### src/sv/corov_pkg.sv
package corov_pkg;

  localparam int CoordBits    = 16;
  localparam int TrigFracBits = 15;
  localparam int AngleBits    = 16;
  localparam int CordicSteps  = 16;
  localparam int StepBits     = 4;
  localparam int ZBits        = 34;
  localparam int XyBits       = 20;
  localparam int TrigBits     = TrigFracBits + 1;
  localparam int DiffBits     = CoordBits + 1;
  localparam int ProdBits     = DiffBits + TrigBits + 1;
  localparam int LocBits      = ProdBits - (TrigFracBits - 2) + 1;
  localparam int SqBits       = 2 * LocBits + 1;
  localparam int RadBits      = CoordBits - 1;

  localparam logic [31:0] GainQ32 = 32'd2608131496;
  localparam logic [XyBits-1:0] CordicX0 =
    XyBits'((64'(GainQ32) + (64'd1 << (31 - TrigFracBits))) >> (32 - TrigFracBits));

  typedef logic signed [XyBits-1:0] xy_t;
  typedef logic signed [ZBits-1:0]  z_t;
  typedef logic signed [DiffBits-1:0] diff_t;

  // stage payload carried alongside the cordic
  typedef struct packed {
    diff_t                dx;
    diff_t                dy;
    logic [RadBits-1:0]   rad;
    logic [RadBits-1:0]   w;
    logic [RadBits-1:0]   h;
    logic [1:0]           quad;
  } geom_t;

  function automatic logic [31:0] atan_turn(input int i);
    logic [31:0] t;
    case (i)
      0: t = 32'd536870912;  1: t = 32'd316933406;  2: t = 32'd167458907;
      3: t = 32'd85004756;   4: t = 32'd42667331;   5: t = 32'd21354465;
      6: t = 32'd10679838;   7: t = 32'd5340245;    8: t = 32'd2670163;
      9: t = 32'd1335087;    10: t = 32'd667544;    11: t = 32'd333772;
      12: t = 32'd166886;    13: t = 32'd83443;     14: t = 32'd41722;
      15: t = 32'd20861;
      default: t = 32'd0;
    endcase
    return t;
  endfunction

endpackage

### src/sv/corov_cordic_stage.sv
// one cordic rotation step, registered, with stall
module corov_cordic_stage (
  input  logic                clk_i,
  input  logic                rst_ni,
  input  logic                en_i,
  input  logic [corov_pkg::StepBits-1:0] step_i,
  input  logic                valid_i,
  input  corov_pkg::xy_t      x_i,
  input  corov_pkg::xy_t      y_i,
  input  corov_pkg::z_t       z_i,
  input  corov_pkg::geom_t    geom_i,
  output logic                valid_o,
  output corov_pkg::xy_t      x_o,
  output corov_pkg::xy_t      y_o,
  output corov_pkg::z_t       z_o,
  output corov_pkg::geom_t    geom_o
);
  corov_pkg::xy_t x_d, y_d, xs, ys, x_q, y_q;
  corov_pkg::z_t  z_d, z_q, at;
  corov_pkg::geom_t geom_q;
  logic valid_q;

  // rotate toward zero residual angle
  always_comb begin
    xs = x_i >>> step_i;
    ys = y_i >>> step_i;
    at = corov_pkg::z_t'({2'b00, corov_pkg::atan_turn(int'(step_i))});
    if (!z_i[corov_pkg::ZBits-1]) begin
      x_d = x_i - ys; y_d = y_i + xs; z_d = z_i - at;
    end else begin
      x_d = x_i + ys; y_d = y_i - xs; z_d = z_i + at;
    end
  end

  always_ff @(posedge clk_i or negedge rst_ni) begin
    if (!rst_ni) begin
      valid_q <= 1'b0;
    end else if (en_i) begin
      valid_q <= valid_i;
    end
  end

  always_ff @(posedge clk_i) begin
    if (en_i) begin
      x_q <= x_d; y_q <= y_d; z_q <= z_d; geom_q <= geom_i;
    end
  end

  assign valid_o = valid_q;
  assign x_o = x_q;
  assign y_o = y_q;
  assign z_o = z_q;
  assign geom_o = geom_q;
endmodule

### config.mk
export PLATFORM = sky130hd
export DESIGN_NAME = corov_cordic_stage
export DESIGN_NICKNAME = d
export VERILOG_FILES = /design/src/sv/corov_pkg.sv /design/src/sv/corov_cordic_stage.sv
export SDC_FILE = /design/constraint.sdc
export NUM_CORES = 1
export LEC_CHECK = 0
export ABC_AREA = 1
export ABC_CLOCK_PERIOD_IN_PS = 900
export BUFFER_PORTS_ARGS = -buffer_cell sky130_fd_sc_hd__buf_2
export CAP_MARGIN = 30
export CELL_PAD_IN_SITES_DETAIL_PLACEMENT = 0
export CELL_PAD_IN_SITES_GLOBAL_PLACEMENT = 1
export CORE_MARGIN = 8
export CORE_UTILIZATION = 36
export CTS_CLUSTER_SIZE = 24
export DETAILED_ROUTE_END_ITERATION = 8
export GPL_TIMING_DRIVEN = 0
export PLACE_DENSITY = 0.81
export REMOVE_ABC_BUFFERS = 1
export SYNTH_ARGS = -nofsm -noshare
export SYNTH_HDL_FRONTEND = slang
export SYNTH_SLANG_ARGS = --single-unit
### constraint.sdc
create_clock -name clk_i -period 0.9 [get_ports clk_i]
set_input_delay 0.09 -clock clk_i [delete_from_list [all_inputs] [get_ports clk_i]]
set_output_delay 0.09 -clock clk_i [all_outputs]
set_load 0.005 [all_outputs]
==> out/metrics.cfg <==
[timing]
rsz0062_at_grt=true
timing.final.crit_share_pct=343.1
setup_tns_ps=-148000
drv_slew=0
min_period_ps=3088
relSlewSlack_pct=57.95
fmax_mhz=323.8
worstMarginPinSlew_ps=625.9
hold_viol_final=1
finalSetupViolCount=231
timing.final.ws_setup_ps=-2188
holdWs_ps=-58.25
finalClockSkew_ps=0

[synthesis]
synthCells=1516
synth-warning-count=0
yosys.cell_types.count=50
ys_seq_area_share_pct=38.75
ys_ff_latch=156
synth.avg_cell_area_um2=7.966
syn_area_um2=12080

[layout]
instances_no_fill=2530
nets=2313
syn_to_final_growth_pct=59.66
layout-drive-gt1-share_pct=42.54
post-route-util_pct=57.93

[placement]
pre_cts_ws_ps=-4756
gp_congestion=0.8998
hpwl_um=31850
placed_cells=2242
port_buffers=318

[drt]
wl_um=48080
route.detailed.drc=0
avgViaCountPerCell=5.172
wire_per_inst_um=19.00
antenna_left=0
vias=13084
drt_iter0_markers=1064
drtPass1Iterations=5

[die]
die_w_um=199.2
io_pins=319
initial_core_util_pct=36.29
core_um2=33280
die-area_um2=39660
die_h_um=199.2
num_rows=67

[power]
p_leak_nw=8.818
power_w=0.03225
p_per_area_nw_per_um2=1672
peakVddDrop_v=0.001344

[clock_network]
clock_path_buffers=2
cts_buffers=17
h-tree-depth=4
cts_tree=built
clkTransAtPathRegs_ps=70
worstSkewPairLatency_ps=440
hold_buffers=84
cts_sinks=156
clock_tree.root_cell=clkbuf_16

[worst_setup_path]
crit_end=y_o[17]$_DFFE_PP_
required_ps=1150
cp-start-kind=input port
cp.arrival_ps=3340
crit_path_end_kind=flop
crit_type=input port to flop
r2r.worst_path.cells=2
worst_r2r_endpoint=valid_o$_DFFE_PN0P_
startpoint=step_i[2]
r2r_start=valid_o$_DFFE_PN0P_
rrSetupSlack_ps=10
critical_path_peak_fanout=8

[global_routing]
grt_max_degree=103
grt_pass1_vias=12521
grt_overflow=0
antenna_found_initial=3
grt_usage_pct=22.44
grt_pass1_wl_um=69230

[worst_hold_path]
hp-class=input port to flop

[outcome]
status=finished, violations left
failed_checks=negative hold slack, negative setup slack

[job]
drv_cap=0

-- layout make-up --
cell class                 instances  area (um^2)
fill                            2800        14000
multi-input combinational       1185         8710
sequential                       156         4679
timing repair buffer             568         4143
inverter                         133        565.5
tap                              448        560.5
clock buffer                      17        425.4
clock inverter                    15        147.6
timing repair inverter             4        40.04
antenna                            4        10.01
-- placed cells by master, fill, tap and decap left out, types with 37 or more instances in the layout --
| master | count |
|---|---|
| nand2_1 | 342 |
| dlygate4sd3_1 | 84 |
| buf_2 | 313 |
| buf_4 | 126 |
| inv_1 | 102 |
| a21oi_1 | 37 |
| nand2_2 | 66 |
| nor2_1 | 76 |
| ha_4 | 43 |
| xor2_1 | 59 |
| edfxtp_1 | 155 |
| nand3_1 | 170 |
-- registers in the layout (all words and copies together) (netlist names) --
name,count
geom_o,81
y_o,20
valid_o,1
x_o,20
z_o,34
-- how the worst min path moves through the flow --
stage | slack, ps | cells past startpoint | start | to
after floorplan | -210 | 0 | rst_ni | valid_o$_DFFE_PN0P_
after global placement | -140 | 1 | rst_ni | valid_o$_DFFE_PN0P_
after detailed placement | -130 | 1 | rst_ni | valid_o$_DFFE_PN0P_
after global routing | -50 | 2 | z_i[0] | z_o[0]$_DFFE_PP_
final | -60 | 2 | z_i[0] | z_o[0]$_DFFE_PP_
after CTS | -80 | 2 | z_i[0] | z_o[0]$_DFFE_PP_
-- logic make-up (layout without fill, tap and decap cells) --
group / after synthesis / count (layout) / synth area share (%)
flip-flops: 156 / 156 / 38.75
adder cells (fa/ha/maj): 85 / 85 / 8.993
XOR/XNOR: 117 / 117 / 8.485
buffers and inverters: 175 / 737 / 6.351
other: 0 / 4 / 0
AND/OR/NAND/NOR: 769 / 769 / 27.18
multiplexers: 1 / 1 / 0.09324
AO/OA/AOI/OAI: 213 / 213 / 10.15
-- critical path, cell delays in order --
cell	delay (ps)
buf_12	120
buf_12	150
buf_6	120
nor2_4	220
buf_6	140
nand2_1	50
nand2_1	60
nor2_1	40
nand2_1	70
nand2_2	110
nand2_2	120
nor2_4	50
nand2_2	90
buf_4	110
nand2_1	70
xnor2_2	200
ha_4	320
buf_4	130
nand2_4	50
nor2_4	120
inv_1	60
o21ai_2	160
a21oi_2	60
o21bai_1	220
a21oi_1	120
xnor2_1	270
-- timing repair --
| item | 4_1_cts | 5_1_grt |
|---|---|---|
| gates resized for setup | 312 | 217 |
| gates cloned | 10 | 1 |
| hold endpoints to repair | 84 | 1 |
| setup endpoints to repair | 332 | 231 |
| setup buffers | 103 | 57 |
| pin swaps | 106 | 121 |
-- per-stage QoR --
| step | hold slack [ps] | instance area [um^2] |
|---|---|---|
| final | -58.25 | 19280 |
| after global routing | -48.96 | 19280 |
| after CTS | -80.61 | 17800 |
| after detailed placement | -133.6 | 14020 |
| after global placement | -135.0 | 13960 |
| after floorplan | -205.6 | 11810 |
-- cells in the mapped netlist, drive strengths merged --
cell type	n	area share, %
xor2	78	5.7
o31ai	4	0.25
nor3	14	0.62
o32ai	1	0.073
nand3	185	7.8
xnor2	39	2.8
o311ai	1	0.073
o221ai	1	0.073
o2111ai	2	0.15
o211ai	6	0.37
a211oi	2	0.12
clkbuf	6	0.19
o21a	1	0.062
a21oi	84	3.5
a221oi	1	0.073
mux2	1	0.093
and3	2	0.10
dfrtp	1	0.21
nand3b	3	0.19
a21o	17	1.1
ha	82	8.5
edfxtp	155	39
and2	1	0.052
nor2	112	3.7
fa	3	0.50
a31oi	14	0.73
inv	132	4.1
or2	2	0.10
o21ai	67	2.8
nor4	1	0.052
nand4	15	0.78
a21boi	1	0.062
o21bai	11	0.68
nand2	434	14
clkinv	1	0.031
buf	36	2.0
-- where the power goes --
| part | total, W | internal [W] | switching (W) |
|---|---|---|---|
| logic | 0.0151 | 0.00692 | 0.00818 |
| clock network | 0.00721 | 0.00369 | 0.00352 |
| registers | 0.00993 | 0.00962 | 0.000306 |
| total | 0.0322 | 0.0202 | 0.0120 |
-- metal layers --
layer	wire, um	share of wire, %	global-route usage [%]	up-vias
met1	19360	40	28.18	6176
met3	3965	8.2	4.429	104
met5	0	0	0	-
met4	1887	3.9	9.415	0
met2	22870	48	37.24	556
li1	-	-	-	6248
(Power assumes the default switching activity.)
